`src/hdl/c2d_pkg.sv`:
```
// shared types and constants of the 3x3 clamped convolution core
// no dependencies; every other file of the core refers to it by scoped names

package c2d_pkg;

  // field and register widths
  localparam int PIX_W      = 8;
  localparam int COEF_W     = 16;
  localparam int TAPS       = 3;
  localparam int FW_W       = 11;
  localparam int FH_W       = 13;
  localparam int COEF_ROW_W = TAPS * COEF_W;

  // largest frame height the counters follow
  localparam int HEIGHT_LIMIT = 4096;

  // arithmetic widths: unsigned pixel times signed coefficient, then two adder levels
  localparam int PROD_W    = PIX_W + 1 + COEF_W;
  localparam int ROW_SUM_W = PROD_W + 2;
  localparam int SUM_W     = ROW_SUM_W + 3;

  localparam int               OFFSET_VALUE = 128;
  localparam logic [PIX_W-1:0] PIXEL_MAX    = 8'd255;

  // queue between the classifier and the datapath
  localparam int QUEUE_DEPTH = 4;
  localparam int QPTR_W      = $clog2(QUEUE_DEPTH);

  // register map, in units of 8 bytes
  typedef enum logic [2:0] {
    REG_FRAME_WIDTH  = 3'd0,
    REG_FRAME_HEIGHT = 3'd1,
    REG_COEF_TOP     = 3'd2,
    REG_COEF_MID     = 3'd3,
    REG_COEF_BOTTOM  = 3'd4,
    REG_SIGNED_MODE  = 3'd5
  } c2d_reg_t;

  // one classified pixel as it travels from front to back
  typedef struct packed {
    logic [PIX_W-1:0] pix;
    logic             produce;
    logic             last;
    logic [TAPS-1:0]  row_ok;
    logic [TAPS-1:0]  col_ok;
  } c2d_item_t;

  // queue status
  typedef struct packed {
    logic            full;
    logic            empty;
    logic [QPTR_W:0] level;
  } c2d_qstat_t;

endpackage

```
`src/hdl/c2d_front.sv`:
```
// front end: accepts pixels, tracks column, row and output position, and marks
// which window taps fall inside the frame; uses c2d_pkg

module c2d_front #(
  parameter int MAX_WIDTH = 1024
) (
  input  logic                                clk,
  input  logic                                rst_n,
  input  logic [c2d_pkg::FW_W-1:0]            frame_width,
  input  logic [c2d_pkg::FH_W-1:0]            frame_height,
  input  logic                                in_valid,
  input  logic [c2d_pkg::PIX_W-1:0]           in_pixel,
  input  logic                                in_flush,
  output logic                                in_ready,
  input  logic                                q_full,
  output logic                                push,
  output c2d_pkg::c2d_item_t                  item,
  output logic [$clog2(MAX_WIDTH)-1:0]        idx
);

  localparam int CW = $clog2(MAX_WIDTH);
  localparam int WW = $clog2(MAX_WIDTH + 1);
  localparam int PW = WW + 12;
  localparam int RW = PW + 1;

  logic [WW-1:0]              w_eff;
  logic [c2d_pkg::FH_W-1:0]   h_eff;
  logic [PW-1:0]              area;
  logic [CW-1:0]              col_r, col_nxt;
  logic [RW-1:0]              row_r, row_nxt;
  logic [PW-1:0]              ocnt_r, ocnt_nxt;
  logic [WW-1:0]              col_inc;
  logic [PW:0]                ocnt_inc;
  logic [WW-1:0]              cc;
  logic [RW-1:0]              rc;
  logic                       produce;
  logic                       last;

  // effective frame size
  always_comb begin
    if (frame_width == '0) begin
      w_eff = WW'(1);
    end else if (frame_width > MAX_WIDTH) begin
      w_eff = WW'(MAX_WIDTH);
    end else begin
      w_eff = WW'(frame_width);
    end
    if (frame_height == '0) begin
      h_eff = c2d_pkg::FH_W'(1);
    end else if (frame_height > c2d_pkg::HEIGHT_LIMIT) begin
      h_eff = c2d_pkg::FH_W'(c2d_pkg::HEIGHT_LIMIT);
    end else begin
      h_eff = frame_height;
    end
  end

  assign area = PW'(w_eff) * PW'(h_eff);

  // handshake
  assign in_ready = !q_full;
  assign push     = in_valid && in_ready;

  // output position and frame end
  assign produce  = (row_r >= RW'(2)) || ((row_r == RW'(1)) && (col_r != '0));
  assign ocnt_inc = {1'b0, ocnt_r} + (PW + 1)'(1);
  assign last     = produce && (ocnt_inc >= (PW + 1)'(area));
  assign col_inc  = WW'(col_r) + WW'(1);

  // centre of the window in frame coordinates
  assign cc = (col_r != '0) ? (WW'(col_r) - WW'(1)) : (w_eff - WW'(1));
  assign rc = (col_r != '0) ? (row_r - RW'(1)) : (row_r - RW'(2));

  // classified item
  always_comb begin
    item.pix       = in_flush ? '0 : in_pixel;
    item.produce   = produce;
    item.last      = last;
    item.row_ok[0] = (rc != '0) && (rc <= RW'(h_eff));
    item.row_ok[1] = rc < RW'(h_eff);
    item.row_ok[2] = ({1'b0, rc} + (RW + 1)'(1)) < (RW + 1)'(h_eff);
    item.col_ok[0] = (cc != '0) && (cc <= w_eff);
    item.col_ok[1] = cc < w_eff;
    item.col_ok[2] = ({1'b0, cc} + (WW + 1)'(1)) < {1'b0, w_eff};
  end

  assign idx = col_r;

  // counter next state
  always_comb begin
    col_nxt  = col_r;
    row_nxt  = row_r;
    ocnt_nxt = ocnt_r;
    if (push) begin
      if (last) begin
        col_nxt  = '0;
        row_nxt  = '0;
        ocnt_nxt = '0;
      end else begin
        if (produce) begin
          ocnt_nxt = ocnt_inc[PW-1:0];
        end
        if (col_inc >= w_eff) begin
          col_nxt = '0;
          row_nxt = row_r + RW'(1);
        end else begin
          col_nxt = col_inc[CW-1:0];
        end
      end
    end
  end

  // counters
  always_ff @(posedge clk) begin
    if (!rst_n) begin
      col_r  <= '0;
      row_r  <= '0;
      ocnt_r <= '0;
    end else begin
      col_r  <= col_nxt;
      row_r  <= row_nxt;
      ocnt_r <= ocnt_nxt;
    end
  end

endmodule

```
`config.mk`:
```
export PLATFORM = sky130hd
export DESIGN_NAME = c2d_front
export DESIGN_NICKNAME = d
export VERILOG_FILES = /design/src/hdl/c2d_pkg.sv /design/src/hdl/c2d_front.sv
export SDC_FILE = /design/constraint.sdc
export NUM_CORES = 1
export LEC_CHECK = 0
export ABC_CLOCK_PERIOD_IN_PS = 27200
export BUFFER_PORTS_ARGS = -buffer_cell sky130_fd_sc_hd__buf_4
export CORE_ASPECT_RATIO = 1.4
export CORE_MARGIN = 3
export CORE_UTILIZATION = 50
export CTS_BUF_LIST = sky130_fd_sc_hd__clkbuf_8
export CTS_CLUSTER_DIAMETER = 80
export DETAILED_ROUTE_END_ITERATION = 10
export PLACE_DENSITY = 0.72
export SETUP_SLACK_MARGIN = 0.05
export SYNTH_ARGS = -nofsm -noshare
export SYNTH_HDL_FRONTEND = slang
export SYNTH_SLANG_ARGS = --single-unit
export TNS_END_PERCENT = 10
```
`constraint.sdc`:
```
create_clock -name clk -period 27.2 [get_ports clk]
set_clock_uncertainty 0.05 [all_clocks]
set_input_delay 4.08 -clock clk [delete_from_list [all_inputs] [get_ports clk]]
set_output_delay 4.08 -clock clk [all_outputs]
set_load 0.01 [all_outputs]
```
==> summary.txt <==
Status
  – Status: completed

Clocking
  – CTS buffer count: 9
  – H-tree depth: 3
  – Post-CTS Setup Inserts: 0
  – Clock slew at reported path FFs: around 60 ps
  – Clock tree buffer depth: 2
  – Post-CTS Resized: 0
  – Hold buffer count at CTS: 0
  – Root Driver: clkbuf_8
  – # clock sinks: 57
  – Skew-Pair Late Insertion Delay: 340 ps
  – CTS tree: yes

Logic synthesis
  – Yosys warns: 0
  – Yosys top cell area share: 0.1636
  – Post-synth top area cell: ha_1
  – Synthesized instance count: 1,570
  – Register area share after synthesis: 0.09564
  – Distinct cells, synth: about 80
  – Synth cell count leaders: nand2_1 (194), inv_1 (171), ha_1 (156), nor2_1 (136), fa_1 (97)
  – Syn_nets: 1,860
  – Synthesized area per cell: 7.600 um2
  – Synth Register Bits: 57
  – Async S/R FF share, synth: 0
  – Post-Syn Area: 0.01193 mm2
  – Post-synth EDFFs: 0
  – Count leader, synth: nand2_1
  – Prevailing post-synth register cell: dfxtp_1
  – Largest cells by area after synthesis: ha_1 (16%), fa_1 (16%), dfxtp_1 (9.6%), nand2_1 (6.1%), inv_1 (5.4%)

Pwr
  – Total power: 0.3824 mW
  – Clock power share: 0.214
  – Sw power: around 0.16 mW
  – Sequential Power Share: 0.221
  – Switching share of total power: 0.4300
  – Logic pwr share: 0.566
  – Maximum vdd drop: 0.00002652 V
  – Internal: 0.2180 mW
  – Static Leak: 5.895 nW
  – Pwr dens: 30.04 mW/mm2

Placement
  – Inst Count DP: ~1,900
  – Routability cong.: 0.9843
  – Dpl cell area: 0.01252 mm2
  – IO Port Bufs: 64
  – Dpl hpwl: 27,280 um

Setup path
  – Critical path peak fanout: 21
  – Critical Path AT: 11,740 ps
  – CP endpoint kind: primary output
  – Setup CP Type: input pin to primary output
  – Worst Path Required: 23,070 ps
  – Startpoint types: input pin

Die
  – I/O Pins: 65
  – Row count: 66
  – Die W: 136.6 um
  – Initial core utilization: 0.5105
  – DIE HEIGHT: 188.8 um
  – Core ar.: 0.02337 mm2
  – Die footprint: 0.02578 mm2

Route
  – Vias: 11,190
  – # DRC: 0
  – Vias/cell: 5.943
  – Antenna viol nets, final: 0
  – Total Wirelength: 33,870 um
  – Per-cell routed wire length: 17.99 um
  – DR pass1 iterations: 5
  – 1st-iter DRT viols: 950

STA
  – Count of final setup violators: 0
  – Final worst path period need: 15,870 ps
  – Final period util: 0.5834
  – Max Clock Freq: 63.02 MHz
  – Setup TNS: 0 ps
  – Max-slew violations: 0
  – Final Hold Viols: 0
  – Unrepaired setup endpoints after global routing: false
  – WHS: about 430 ps
  – Relative slew slack: 0.2881
  – Measured slew at the worst slew-check pin: 1068 ps

Final layout
  – Area of the multi-input gates: 0.009807 mm2
  – Fin nets: 1,862
  – # diodes: 0
  – Final non-filler cell total: roughly 1,900
  – Finished Cell Area: between 0.01 and 0.015 mm2
  – Sequential standard cell area: roughly 0.0011 mm2
  – Syn-to-layout area delta: 6.701%
  – Number of fill cells: 2,232
  – Layout cells sized above 1: 0.06848

Global route
  – Overflow after GRT: 0
  – Vias in the first global route: 11,220
  – Antenna violations before repair: 1
  – Largest net degree at the start of global routing: 57
  – GRT Total Usage: 0.2653
  – First-pass GRT wire length: approximately 56,000 um

Run
  – Max-cap viol count: 0

Worst hold path
  – Hold Crit Class: flop to flop
layout make-up:
type / count / share of cell area
Multi-Input combinational cell: 1255 / 0.7703
Sequential cell: 57 / 0.08963
Inverter: 180 / 0.05307
Timing Repair Buffer: 69 / 0.04069
Tap cell: 306 / 0.03007
Clock buffer: 11 / 0.01189
Clock inverter: 5 / 0.004324
cell usage in the layout, fill, tap and decap left out, drive strengths merged, types with 6 or more instances in the layout:
master  instances
nand4b          9
o211ai         12
nand4          33
and2            7
or4             6
dfxtp          57
nand2b         20
nor3           26
nor2          136
fa             97
xnor2          67
a31oi          13
a211oi          8
nor2b          37
nand2         194
a21boi         11
o31ai           8
clkbuf         11
nor4           29
clkinv          9
a21oi          81
nand3          62
buf            69
a21o           18
o21ai          46
inv           174
xor2           31
and3           31
ha            156
mux2i          21
o21a           23
flip-flops by register name (all words and copies together) (netlist names):
name / cells
row_r: 24
ocnt_r: 23
idx: 10
worst max-delay path, stage by stage:
cell,delay [ps]
buf_4,180
nor2b_1,680
clkinv_1,730
nor2_1,310
fa_1,470
fa_1,490
fa_1,540
fa_1,550
inv_1,50
fa_1,530
inv_1,40
ha_1,340
nand3_1,80
nand2_1,70
a41oi_1,50
a211oi_1,430
a21o_1,180
a21oi_1,90
o31ai_1,290
xnor2_1,180
ha_1,280
a21o_1,180
a21oi_1,130
o21a_1,180
nand2_1,80
o211ai_1,190
inv_1,130
buf_4,170
path summary, 6_finish.rpt:
path / to / from / cells after the start / slack, ps
worst max register to register: row_r[5] / idx[2] / 12 / 22680
worst min-delay path: ocnt_r[18] / ocnt_r[18] / 2 / 430
worst min register to register: ocnt_r[18] / ocnt_r[18] / 2 / 430
worst max-delay path: item[6] / frame_width[10] / 28 / 11330
metrics by stage:
stage / utilization / setup slack [ps]
6_report: 0.5448 / 11330
5_1_grt: 0.5448 / 10890
4_1_cts: 0.5448 / 11430
3_5_place_dp: 0.5359 / 11430
3_3_place_gp: 0.5359 / 11510
2_1_floorplan: - / 12420
routing by layer:
metal | vias to the layer above | global-route usage | wire (um)
met5 | - | 0 | 13
met4 | 2 | 0.1148 | 1662
met3 | 103 | 0.04247 | 2131
met2 | 385 | 0.4727 | 17110
met1 | 5338 | 0.3095 | 12950
li1 | 5362 | - | -
power by group through the flow:
stage | clock (mW) | sequential (mW) | combinational, mW
2_1_floorplan | 0 | 0.0859 | 0.157
3_3_place_gp | 0 | 0.0862 | 0.211
3_5_place_dp | 0 | 0.0862 | 0.215
4_1_cts | 0.0835 | 0.0843 | 0.217
5_1_grt | 0.0873 | 0.0843 | 0.245
6_report | 0.0818 | 0.0843 | 0.216
cell families after synthesis:
logic type               Yosys count  share of synthesized area
adder cells (fa/ha/maj)          253                     0.3263
AND/OR/NAND/NOR                  618                     0.2552
XOR/XNOR                          98                    0.07194
multiplexers                      23                    0.01982
flip-flops                        57                    0.09564
buffers and inverters            258                    0.08295
AO/OA/AOI/OAI                    263                     0.1481
(Power assumes the default switching activity.)
