## config.mk

```make
export PLATFORM = sky130hd
export DESIGN_NAME = c2d_queue
export DESIGN_NICKNAME = d
export VERILOG_FILES = /design/src/hdl/c2d_pkg.sv /design/src/hdl/c2d_queue.sv
export SDC_FILE = /design/constraint.sdc
export NUM_CORES = 1
export LEC_CHECK = 0
export BUFFER_PORTS_ARGS = -buffer_cell sky130_fd_sc_hd__buf_2
export CAP_MARGIN = 20
export CELL_PAD_IN_SITES_DETAIL_PLACEMENT = 0
export CELL_PAD_IN_SITES_GLOBAL_PLACEMENT = 1
export CORE_UTILIZATION = 42
export DETAILED_ROUTE_END_ITERATION = 12
export HOLD_SLACK_MARGIN = 0.03
export PLACE_DENSITY_LB_ADDON = 0.1
export SYNTH_ARGS = -nofsm -noshare
export SYNTH_HDL_FRONTEND = slang
export SYNTH_SLANG_ARGS = --single-unit
export TNS_END_PERCENT = 50
```

## constraint.sdc

```tcl
create_clock -name clk -period 1.5 [get_ports clk]
set_input_delay 0.3 -clock clk [delete_from_list [all_inputs] [get_ports clk]]
set_output_delay 0.3 -clock clk [all_outputs]
set_load 0.05 [all_outputs]
```

## src/hdl/c2d_pkg.sv

```systemverilog
// shared types and constants of the 3x3 clamped convolution core
// no dependencies; every other file of the core refers to it by scoped names

package c2d_pkg;

  // field and register widths
  localparam int PIX_W      = 8;
  localparam int COEF_W     = 16;
  localparam int TAPS       = 3;
  localparam int FW_W       = 11;
  localparam int FH_W       = 13;
  localparam int COEF_ROW_W = TAPS * COEF_W;

  // largest frame height the counters follow
  localparam int HEIGHT_LIMIT = 4096;

  // arithmetic widths: unsigned pixel times signed coefficient, then two adder levels
  localparam int PROD_W    = PIX_W + 1 + COEF_W;
  localparam int ROW_SUM_W = PROD_W + 2;
  localparam int SUM_W     = ROW_SUM_W + 3;

  localparam int               OFFSET_VALUE = 128;
  localparam logic [PIX_W-1:0] PIXEL_MAX    = 8'd255;

  // queue between the classifier and the datapath
  localparam int QUEUE_DEPTH = 4;
  localparam int QPTR_W      = $clog2(QUEUE_DEPTH);

  // register map, in units of 8 bytes
  typedef enum logic [2:0] {
    REG_FRAME_WIDTH  = 3'd0,
    REG_FRAME_HEIGHT = 3'd1,
    REG_COEF_TOP     = 3'd2,
    REG_COEF_MID     = 3'd3,
    REG_COEF_BOTTOM  = 3'd4,
    REG_SIGNED_MODE  = 3'd5
  } c2d_reg_t;

  // one classified pixel as it travels from front to back
  typedef struct packed {
    logic [PIX_W-1:0] pix;
    logic             produce;
    logic             last;
    logic [TAPS-1:0]  row_ok;
    logic [TAPS-1:0]  col_ok;
  } c2d_item_t;

  // queue status
  typedef struct packed {
    logic            full;
    logic            empty;
    logic [QPTR_W:0] level;
  } c2d_qstat_t;

endpackage

```

## src/hdl/c2d_queue.sv

```systemverilog
// short first-in first-out queue between the front end and the datapath
// uses c2d_pkg for its depth and status type

module c2d_queue #(
  parameter int DW = 8
) (
  input  logic                clk,
  input  logic                rst_n,
  input  logic                push,
  input  logic [DW-1:0]       push_data,
  input  logic                pop,
  output logic [DW-1:0]       pop_data,
  output c2d_pkg::c2d_qstat_t stat
);

  logic [DW-1:0]                  slot_r [c2d_pkg::QUEUE_DEPTH];
  logic [c2d_pkg::QPTR_W-1:0]     wp_r, wp_nxt;
  logic [c2d_pkg::QPTR_W-1:0]     rp_r, rp_nxt;
  logic [c2d_pkg::QPTR_W:0]       level_r, level_nxt;

  // status
  assign stat.level = level_r;
  assign stat.full  = level_r == (c2d_pkg::QPTR_W + 1)'(c2d_pkg::QUEUE_DEPTH);
  assign stat.empty = level_r == '0;
  assign pop_data   = slot_r[rp_r];

  // pointer and level next state
  always_comb begin
    wp_nxt    = push ? wp_r + 1'b1 : wp_r;
    rp_nxt    = pop ? rp_r + 1'b1 : rp_r;
    level_nxt = level_r;
    if (push && !pop) begin
      level_nxt = level_r + 1'b1;
    end else if (pop && !push) begin
      level_nxt = level_r - 1'b1;
    end
  end

  always_ff @(posedge clk) begin
    if (!rst_n) begin
      wp_r    <= '0;
      rp_r    <= '0;
      level_r <= '0;
    end else begin
      wp_r    <= wp_nxt;
      rp_r    <= rp_nxt;
      level_r <= level_nxt;
    end
  end

  // storage
  always_ff @(posedge clk) begin
    if (push) begin
      slot_r[wp_r] <= push_data;
    end
  end

endmodule

```

==> impl_summary.txt, run 1 <==
----------------------------------------------------
[Floorplan]
  Die width ... ~64 microns
  Placement Rows ... 22
  Floorplan die area ... 0.00407 sq mm
  Die Height ... about 64 microns
  Core area ... approximately 0.0037 sq mm
  Top-level port count ... 25
  Starting Density ... 0.438

[Global route]
  M2 GR Usage ... 0.263
  Initial antenna violation count ... 0
  Most used routing layer in global routing ... met2
  Total Routing Usage GR ... 0.141
  Global-route met3 utilization ... 0.0518
  Via count of the first global-routing pass ... about 860
  Wire length of the first global-routing pass ... 3970 microns
  Maximum number of pins on one net before global-route repair ... 13
  Met1 capacity usage during global routing ... 0.131
  Total congestion overflow ... 0

[Power and ir drop]
  Switching power share of the total ... 0.285
  Pwr/cell area ... about 1300 mW/mm^2
  Maximum ir drop on the vdd rail ... 0.000551 V
  Leakage power total ... about 0.76 nW
  Portion of total power attributed to sequential cells ... 0.520
  Tot Pwr ... approximately 2.6 mW
  Clock network fraction of total power ... 0.255
  NetSw ... 0.740 mW
  Internal power of the cells ... around 1.9 mW
  Fraction of power consumed by combinational cells ... 0.225

[Synth]
  Post-synthesis cell area ... about 0.0016 sq mm
  Async set-or-reset flop fraction in the synthesized netlist ... 0
  Top cell type's share of synthesized area ... 0.600
  Dominant synthesized flop cell ... sky130_fd_sc_hd__edfxtp_1
  Number of storage elements in the synthesis netlist ... just over 40
  Sequential fraction of the synthesis area ... 0.712
  Number of unique standard cell types used by synthesis ... 19
  Ranking of synthesized cells by instance count ... 32 x sky130_fd_sc_hd__edfxtp_1, 9 x sky130_fd_sc_hd__and2_1, 9 x sky130_fd_sc_hd__dfxtp_1, 8 x sky130_fd_sc_hd__mux4_2, 5 x sky130_fd_sc_hd__ha_1
  Number of nets in the synthesized netlist ... 103
  Number of enable flip-flop cells after synthesis ... 32
  Mean cell area of the mapped netlist ... 18.9 sq um
  Ys Warns ... 0
  Most instantiated library cell after synthesis ... sky130_fd_sc_hd__edfxtp_1
  Largest area contributor in the synthesized netlist ... sky130_fd_sc_hd__edfxtp_1
  Syn Inst Count ... 85
  Top cells by area in the synthesized netlist ... sky130_fd_sc_hd__edfxtp_1 60%, sky130_fd_sc_hd__dfxtp_1 11%, sky130_fd_sc_hd__mux4_2 11%, sky130_fd_sc_hd__ha_1 3.9%, sky130_fd_sc_hd__and2_1 3.5%

[STA]
  Shortest period the worst path allows ... 1.76 ns
  Setup repair after global routing missed its margin ... yes
  Total count of hold-check failures in the final report ... 0
  Setup total negative slack ... -1.97 ns
  Highest attainable clock frequency ... between 500 and 600 MHz
  Post-route clock skew ... 0.00932 ns
  Slew headroom ... 0.834
  Worst Tran Pin Value ... around 0.25 ns
  Number of pins exceeding their max-slew limit in the final report ... 0
  Number of endpoints failing setup at the final stage ... 8
  Minimum setup slack in the final design ... -0.261 ns
  Worst hold-check slack ... 0.226 ns
  Final cycle utilization of the critical path ... 1.17

[Worst setup path]
  Required time at the endpoint of the critical path ... about 1.2 ns
  Type of element capturing the critical path ... primary output
  Largest fanout on the critical path ... 8
  Signal arrival time at the worst endpoint ... between 1 and 1.5 ns
  CP Class ... reg -> out
  Peak per-stage delay on the critical path ... around 0.52 ns
  CP Cell Sequence ... buf_12, mux4_2, buf_6
  Kind of launch point of the worst setup path ... flip-flop
  Slowest stage cell on the critical path ... sky130_fd_sc_hd__mux4_2

[Clock tree]
  Max Buffers Root-to-Sink ... 2
  CTS hold repair buffers ... 0
  Clock sink total ... around 40
  Clock tree root buffer cell ... sky130_fd_sc_hd__clkbuf_8
  Clock buffer count from CTS ... 5
  TritonCTS clock tree ... yes
  Clock latency of the later-clocked register in the worst-skew pair ... 0.29 ns
  Reg clk slew, reported paths ... roughly 0.07 ns
  Maximum level of the CTS H-tree ... 2

[Final layout]
  Total non-filler cell area in the finished layout ... around 0.0020 sq mm
  Fillers ... 320
  Share of final-layout standard cells stronger than drive strength 1 ... 0.456
  Number of antenna diodes ... 0
  Area overhead of the layout relative to synthesis ... 25.8%
  Core occupancy in the finished layout ... 0.551
  Number of standard cells in the final layout excluding fillers ... 173
  # nets final ... roughly 140

[Drt]
  Total routed wirelength ... between 2000 and 2500 microns
  DRC Markers ... 0
  Drt via density ... ~4.7
  Number of nets with antenna violations after detailed routing ... 0
  Routed wirelength normalized by instance count ... ~14 microns
  First-iteration detailed-routing DRC count ... 8
  First-pass detailed-route iteration total ... 2
  Count of vias placed by the detailed router ... a little over 800

[Min path]
  Hold WC Path Type ... in -> reg

[Run]
  Max-cap violation count ... 0

[Place]
  Cell area reported after detailed placement ... ~0.0019 sq mm
  Final weighted congestion in routability-driven placement ... around 0.67
  Placement Setup Slack ... -0.192 ns
  Number of placed cells counting well taps ... roughly 170
  Dpl hpwl ... around 1600 microns
  # port buffers ... 24

[Run status]
  Status ... finished, violations left
  Violations in the final reports ... negative setup slack

----------------------------------------------------
## placed cells by master (no fill, tap or decap)
cell type                  instances
sky130_fd_sc_hd__edfxtp_1         32
sky130_fd_sc_hd__nor2b_1           2
sky130_fd_sc_hd__clkbuf_8          5
sky130_fd_sc_hd__ha_2              1
sky130_fd_sc_hd__or3_1             1
sky130_fd_sc_hd__clkbuf_1          1
sky130_fd_sc_hd__o21ai_0           1
sky130_fd_sc_hd__inv_1             4
sky130_fd_sc_hd__mux4_2            8
sky130_fd_sc_hd__dfxtp_4           1
sky130_fd_sc_hd__buf_2            16
sky130_fd_sc_hd__nand2_1           1
sky130_fd_sc_hd__and2_1            9
sky130_fd_sc_hd__nor3_2            1
sky130_fd_sc_hd__mux2i_1           2
sky130_fd_sc_hd__ha_1              4
sky130_fd_sc_hd__buf_12            1
sky130_fd_sc_hd__xor2_1            3
sky130_fd_sc_hd__fa_2              1
sky130_fd_sc_hd__buf_6             8
sky130_fd_sc_hd__buf_4             9
sky130_fd_sc_hd__dfxtp_2           3
sky130_fd_sc_hd__nor3b_4           1
sky130_fd_sc_hd__dfxtp_1           5
sky130_fd_sc_hd__a21boi_1          1
sky130_fd_sc_hd__clkinv_2          2
sky130_fd_sc_hd__xnor2_1           2
## critical path: cells and delay by family, from the launching register on
kind	cells	cell delay (ns)
DFF	1	0.34
muxes	1	0.52
buffers and inverters	2	0.30
## layer usage
layer / part of all wire / wire (microns)
met4: 0.024 / 56
met5: 0 / 0
met3: 0.046 / 109
met1: 0.38 / 889
met2: 0.55 / 1300
## final cells by class
class                           instances  area, sq um  share of cell area
Sequential cell                        41         1150               0.570
Multi-Input combinational cell         38          452               0.224
Timing Repair Buffer                   34          258               0.128
Clock buffer                            6         72.6              0.0360
Tap cell                               48         60.1              0.0298
Inverter                                4         15.0             0.00745
Clock inverter                          2         10.0             0.00497
## cell families (layout without fill, tap and decap cells)
kind of cell,after synthesis,count (layout),share of synthesized area
AOI/OAI and AO/OA,2,2,0.00781
xor gates and xnor gates,5,5,0.0273
adders and majority gates,6,6,0.0515
buffers and inverters,6,46,0.0195
DFF,41,41,0.712
muxes,10,10,0.125
and+or+nand+nor,15,15,0.0570
## path summary, 6_finish.rpt
kind                            cells past startpoint         start      endpoint  slack [ns]
worst max register to register                      4    level_r[0]    level_r[2]        0.06
worst max-delay path                                3     flip-flop   pop_data[1]       -0.26
worst min register to register                      2    level_r[2]    level_r[2]        0.52
worst min-delay path                                1  push_data[5]  slot_r[2][5]        0.23
## power by group through the flow
stage	logic [mW]	registers (mW)	clock network, mW
2_1_floorplan	0.354	1.42	0
3_3_place_gp	0.534	1.37	0
3_5_place_dp	0.544	1.37	0
4_1_cts	0.593	1.35	0.692
5_1_grt	0.622	1.36	0.737
6_report	0.583	1.35	0.663
## sequential cells by signal, indices dropped and copies added, names as in the netlist, named ones only
| signal | count |
|---|---|
| level_r | 3 |
| rp_r | 2 |
| slot_r | 32 |
| wp_r | 2 |
## repair_timing
action | 4_1_cts | 5_1_grt
setup endpoints to repair | 8 | 9
setup buffers | 0 | 0
gates resized for setup | 17 | 1
pin swaps | 0 | 1
hold endpoints to repair | 0 | 0
(Power assumes the default switching activity.)
==> run 2, diff against run 1 <==
--- a/config.mk
+++ b/config.mk
@@ -11,2 +11,3 @@
 export CELL_PAD_IN_SITES_GLOBAL_PLACEMENT = 1
+export CORE_ASPECT_RATIO = 0.6
 export CORE_UTILIZATION = 42
==> constraint.sdc (replaced) <==
create_clock -name clk -period 1.5 [get_ports clk]
set_input_delay 0.075 -clock clk [delete_from_list [all_inputs] [get_ports clk]]
set_output_delay 0.075 -clock clk [all_outputs]
set_load 0.05 [all_outputs]
==> impl_summary.txt, run 2 (synthesized netlist as in run 1, its figures left out) <==
----------------------------------------------------
[Final layout]
  Fillers ... 273 (-15%)
  Total non-filler cell area in the finished layout ... 0.00209 sq mm (+3.9%)
  Max FFs per register ... 32 (unchanged)
  Commonest non-fill, non-tap cell in the layout ... sky130_fd_sc_hd__edfxtp_1
  Largest reg by FF count ... slot_r
  Commonest non-fill, non-tap cells in the layout ... 32 x sky130_fd_sc_hd__edfxtp_1, 16 x sky130_fd_sc_hd__buf_2, 9 x sky130_fd_sc_hd__and2_1
  Number of antenna diodes ... 0 (unchanged)
  Share of final-layout standard cells stronger than drive strength 1 ... 0.383 (-0.0725)
  Core occupancy in the finished layout ... 0.608 (+0.0577)
  # nets final ... 150 (+5.6%)
  Area overhead of the layout relative to synthesis ... 30.7%
  Largest regs ... slot_r: 32 flops, level_r: 3 flops

[Floorplan]
  Top-level port count ... 25 (unchanged)
  Die Height ... 49.9 microns (-22%)
  Floorplan die area ... 0.00408 sq mm (+0.20%)
  Die width ... 81.8 microns (+28%)
  Starting Density ... 0.465 (+0.0277)
  Core area ... 0.00344 sq mm (-5.9%)
  Placement Rows ... 16 (-27%)

[Clock tree]
  Clock sink total ... 41 (unchanged)
  Reg clk slew, reported paths ... 0.07 ns (about the same)
  TritonCTS clock tree ... yes
  Max Buffers Root-to-Sink ... 2 (unchanged)
  Maximum level of the CTS H-tree ... 2 (unchanged)
  # Post-CTS Setup Buffers ... 0 (unchanged)
  Clock latency of the later-clocked register in the worst-skew pair ... 0.28 ns (about the same)
  Clock tree root buffer cell ... sky130_fd_sc_hd__clkbuf_8
  Clock buffer count from CTS ... 5 (unchanged)

[STA]
  Post-route clock skew ... 0.00329 ns (-0.00602 ns)
  Worst hold-check slack ... 0.0990 ns (-0.127 ns)
  Slew headroom ... 0.835 (about the same)
  Shortest period the worst path allows ... 1.53 ns (-0.233 ns)
  Final cycle utilization of the critical path ... 1.02 (-0.155)
  Highest attainable clock frequency ... 654 MHz (+15%)
  Worst Tran Pin Value ... 0.250 ns (-0.000556 ns)
  Minimum setup slack in the final design ... -0.0280 ns (+0.233 ns)
  Number of pins exceeding their max-slew limit in the final report ... 0 (unchanged)
  Setup repair after global routing missed its margin ... yes
  Total count of hold-check failures in the final report ... 0 (unchanged)
  Number of endpoints failing setup at the final stage ... 8 (unchanged)

[Global route]
  Via count of the first global-routing pass ... 840 (-1.8%)
  Wire length of the first global-routing pass ... 4130 microns (+3.8%)
  Maximum number of pins on one net before global-route repair ... 13 (unchanged)
  Initial antenna violation count ... 0 (unchanged)
  Most used routing layer in global routing ... met2
  Total congestion overflow ... 0 (unchanged)
  Met1 capacity usage during global routing ... 0.200 (+0.0689)
  Global-route met3 utilization ... 0.0556 (+0.00377)
  Total Routing Usage GR ... 0.148 (+0.00701)
  M2 GR Usage ... 0.219 (-0.0443)

[Power and ir drop]
  NetSw ... 0.743 mW (+0.35%)
  Leakage power total ... 0.798 nW (+5.1%)
  Fraction of power consumed by combinational cells ... 0.236 (+0.011)
  Clock network fraction of total power ... 0.252 (-0.003)
  Internal power of the cells ... 1.87 mW (+0.50%)
  Switching power share of the total ... 0.285 (-0.000308)
  Pwr/cell area ... 1250 mW/mm^2 (-3.3%)
  Maximum ir drop on the vdd rail ... 0.000606 V (+10%)
  Portion of total power attributed to sequential cells ... 0.512 (-0.008)

[Place]
  # port buffers ... 24 (unchanged)
  Dpl hpwl ... 1750 microns (+6.4%)
  Final weighted congestion in routability-driven placement ... 0.664 (-0.97%)
  Cell area reported after detailed placement ... 0.00188 sq mm (about the same)
  Placement Setup Slack ... -0.00844 ns (+0.184 ns)

[Worst setup path]
  Largest fanout on the critical path ... 8 (unchanged)
  CP Class ... reg -> out
  Required time at the endpoint of the critical path ... 1.42 ns (+0.22 ns)
  Kind of launch point of the worst setup path ... flip-flop
  Signal arrival time at the worst endpoint ... 1.45 ns (about the same)
  Type of element capturing the critical path ... primary output

[Run status]
  Status ... finished, violations left
  Violations in the final reports ... negative setup slack

[Min path]
  Hold WC Path Type ... in -> reg

[Drt]
  DRC Markers ... 0 (unchanged)
  Total routed wirelength ... 2480 microns (+5.4%)
  Number of nets with antenna violations after detailed routing ... 0 (unchanged)
  Drt via density ... 4.53 (-3.6%)
  First-pass detailed-route iteration total ... 4 (+2)
  Count of vias placed by the detailed router ... 806 (-0.86%)
  First-iteration detailed-routing DRC count ... 25 (+17)
  Routed wirelength normalized by instance count ... 13.9 microns (+2.4%)

[Run]
  Max-cap violation count ... 0 (unchanged)

----------------------------------------------------
-- run 2: changes by cell type in the layout (fill, tap and decap cells not counted), moves of 2 or more --
cell,delta
sky130_fd_sc_hd__dlygate4sd3_1,+8
sky130_fd_sc_hd__buf_12,+2
sky130_fd_sc_hd__buf_4,-2
sky130_fd_sc_hd__clkinv_1,+2
sky130_fd_sc_hd__dfxtp_1,+2
-- run 2: layout make-up --
type	instances	area, sq um	share of cell area
tap	45	56.3	0.0269
multi-input combinational	38	435	0.208
sequential	41	1140	0.546
timing repair buffer	42	363	0.173
clock inverter	3	12.5	0.00597
clock buffer	5	68.8	0.0329
inverter	4	15.0	0.00717
-- run 2: repair_timing --
item | CTS | global route
hold endpoints to repair | 32 | 0
endpoints found under the setup margin | 8 | 9
pin swaps | 0 | 1
resized for setup | 17 | 1
hold buffers | 8 | 0
-- run 2: worst paths after layout --
path                      end  depth (start not counted)  slack, ns        from
hold / removal        wp_r[0]                          2        0.1       rst_n
setup / recovery  pop_data[5]                          3      -0.03   flip-flop
hold reg to reg    level_r[2]                          2       0.53  level_r[2]
setup reg to reg   level_r[2]                          4       0.09  level_r[0]
-- run 2: metal layers --
layer / up-vias / share of wire
met3: 2 / 0.035
met4: 0 / 0.0016
met5: - / 0
li1: 414 / -
met2: 14 / 0.47
met1: 376 / 0.49
-- run 2: critical path, cell delays in order (launching register included) --
cell	delay, ns
sky130_fd_sc_hd__dfxtp_2	0.34
sky130_fd_sc_hd__buf_12	0.14
sky130_fd_sc_hd__mux4_2	0.52
sky130_fd_sc_hd__buf_6	0.17
-- run 2: power by group through the flow --
stage / Clock (mW) / Sequential (mW) / Combinational [mW]
finish: 0.658 / 1.34 / 0.615
global route: 0.735 / 1.34 / 0.659
CTS: 0.680 / 1.34 / 0.623
detailed placement: 0 / 1.36 / 0.556
global placement: 0 / 1.36 / 0.554
floorplan: 0 / 1.40 / 0.346
-- run 2: metrics by stage --
stage | TNS, ns | total power, mW | cells
after floorplan | -0.432 | 1.75 | 85
final | -0.0840 | 2.61 | 178
after global placement | -0.00183 | 1.91 | 162
after global routing | -0.549 | 2.74 | 178
after CTS | -0.264 | 2.64 | 178
after detailed placement | -0.00844 | 1.92 | 162
==> run 3, diff against run 2 <==
CAP_MARGIN = unset   (was 20)
CORE_UTILIZATION = 50   (was 42)
clock period = 1.8 ns   (was 1.5 ns; I/O delays follow)
==> impl_summary.txt, run 3 (synthesized netlist as in run 1, its figures left out) <==
----------------------------------------------------
[Run status]
  Status ... finished, final reports clean

[Drt]
  Uppermost signal routing layer after detailed routing ... met4
  DR WL met2 ... 1270 microns (+8.8%)
  Drt via density ... 4.93 (+8.8%)
  Count of vias placed by the detailed router ... 818 (+1.5%)
  Total routed wirelength ... 2700 microns (+8.7%)
  Length of routed met3 wiring ... 98 microns (+14%)
  Number of nets with antenna violations after detailed routing ... 0 (unchanged)
  Routed wirelength normalized by instance count ... 16.2 microns (+17%)
  DRC Markers ... 0 (unchanged)
  First-iteration detailed-routing DRC count ... 52 (+110%)
  First-pass detailed-route iteration total ... 4 (unchanged)
  WL met1 ... 1310 microns (+7.9%)

[Clock tree]
  Clock sink total ... 41 (unchanged)
  Clock buffer count from CTS ... 5 (unchanged)
  Reg clk slew, reported paths ... 0.08 ns (about the same)
  TritonCTS clock tree ... yes
  Maximum level of the CTS H-tree ... 2 (unchanged)
  Max Buffers Root-to-Sink ... 2 (unchanged)
  Clock latency of the later-clocked register in the worst-skew pair ... 0.28 ns (about the same)
  Clock tree root buffer cell ... sky130_fd_sc_hd__clkbuf_8
  Resized Gates After CTS ... 0 (-17)

[STA]
  Total count of hold-check failures in the final report ... 0 (unchanged)
  Minimum setup slack in the final design ... 0.155 ns (+0.183 ns)
  Post-route clock skew ... 0.00679 ns (+0.00350 ns)
  Highest attainable clock frequency ... around 610 MHz
  Slew headroom ... 0.699 (-0.136)
  Setup repair after global routing missed its margin ... no
  Number of pins exceeding their max-slew limit in the final report ... 0 (unchanged)
  Shortest period the worst path allows ... between 1.5 and 2 ns
  Final cycle utilization of the critical path ... 0.914
  Worst hold-check slack ... 0.110 ns (+0.0106 ns)
  Setup total negative slack ... 0 ns (+0.0840 ns)
  Worst Tran Pin Value ... 0.452 ns (+0.202 ns)
  Number of endpoints failing setup at the final stage ... 0 (-8)

[Worst setup path]
  Required time at the endpoint of the critical path ... 1.71 ns (+0.29 ns)
  CP Class ... reg -> out
  Type of element capturing the critical path ... primary output
  Signal arrival time at the worst endpoint ... 1.55 ns (+0.10 ns)
  Kind of launch point of the worst setup path ... flip-flop
  Largest fanout on the critical path ... 8 (unchanged)

[Global route]
  Initial antenna violation count ... 0 (unchanged)
  Total Routing Usage GR ... 0.179 (+0.0307)
  Wire length of the first global-routing pass ... 4010 microns (-2.9%)
  Total congestion overflow ... 0 (unchanged)
  Maximum number of pins on one net before global-route repair ... 13 (unchanged)
  Via count of the first global-routing pass ... 810 (-3.6%)

[Final layout]
  Largest regs ... slot_r: 32 flops, level_r: 3 flops
  Fillers ... 223 (-18%)
  Share of final-layout standard cells stronger than drive strength 1 ... 0.331 (-0.0528)
  Number of antenna diodes ... 0 (unchanged)
  Commonest non-fill, non-tap cell in the layout ... sky130_fd_sc_hd__edfxtp_1
  Area overhead of the layout relative to synthesis ... 20.7%
  Commonest non-fill, non-tap cells in the layout ... 32 x sky130_fd_sc_hd__edfxtp_1, 24 x sky130_fd_sc_hd__buf_2, 9 x sky130_fd_sc_hd__and2_1, 9 x sky130_fd_sc_hd__dfxtp_1
  Max FFs per register ... 32 (unchanged)
  Largest reg by FF count ... slot_r
  # nets final ... 141 (-6.0%)

[Run]
  Max-cap violation count ... 0 (unchanged)

[Floorplan]
  Die Height ... 45.9 microns (-8.0%)
  Placement Rows ... 15 (-1)
  Die width ... 75.1 microns (-8.1%)
  Floorplan die area ... 0.00344 sq mm (-16%)
  Core area ... 0.00297 sq mm (-14%)
  Top-level port count ... 25 (unchanged)
  Starting Density ... 0.541 (+0.0750)

[Place]
  Dpl hpwl ... 1850 microns (+5.9%)
  # port buffers ... 24 (unchanged)
  Final weighted congestion in routability-driven placement ... 0.706 (+6.4%)
  Placement Setup Slack ... 0.196 ns (+0.204 ns)

[Power and ir drop]
  Leakage power total ... 0.726 nW (-9.1%)
  Maximum ir drop on the vdd rail ... 0.000488 V (-19%)
  Pwr/cell area ... 1100 mW/mm^2 (-12%)

[Min path]
  Hold WC Path Type ... in -> reg

----------------------------------------------------
==> run 3: changes by cell type in the layout (fill, tap and decap cells not counted), sizes merged <==
cell and delta:
clkinv -1, buf -9, clkbuf +1
==> run 3: critical path, cell delays in order (launching register included) <==
cell and delay (ns):
sky130_fd_sc_hd__dfxtp_1 0.31, sky130_fd_sc_hd__buf_4 0.20, sky130_fd_sc_hd__mux4_2 0.53, sky130_fd_sc_hd__buf_2 0.23
==> run 3: layout make-up <==
class	count	area (sq um)	share of cell area
clock inverter	2	10.0	0.00517
tap	42	52.6	0.0272
multi-input combinational	38	435	0.225
sequential	41	1140	0.590
clock buffer	6	72.6	0.0375
timing repair buffer	33	208	0.107
inverter	4	15.0	0.00776
==> run 3: final timing paths <==
check                                start          end  slack [ns]  depth (start not counted)
worst max-delay path             flip-flop  pop_data[6]        0.16                          3
worst min-delay path                 rst_n   level_r[0]        0.11                          2
worst max register to register  level_r[0]   level_r[2]        0.23                          4
worst min register to register  level_r[2]   level_r[2]        0.54                          2
==> run 3: through the flow <==
stage	instance area [sq um]	utilization	cells	total power [mW]
floorplan	1610	-	85	1.46
global placement	1770	0.597	150	1.55
detailed placement	1770	0.597	150	1.56
CTS	1920	0.649	165	2.14
global route	1930	0.652	166	2.21
finish	1930	0.652	166	2.12
==> run 3: timing repair <==
item	in CTS	in global routing
hold endpoints to repair	28	1
hold buffers	7	1
setup buffers	0	0
==> run 3: per-layer routing <==
layer	vias to the layer above	track usage
met1	399	0.253
met2	19	0.265
met4	0	0.0566
met5	-	0
met3	2	0.0597
li1	398	-
==> run 3: power breakdown <==
part | leakage [nW] | internal [mW] | switching, mW
logic | 0.312 | 0.145 | 0.286
clock network | 0.0450 | 0.269 | 0.298
registers | 0.368 | 1.08 | 0.0411
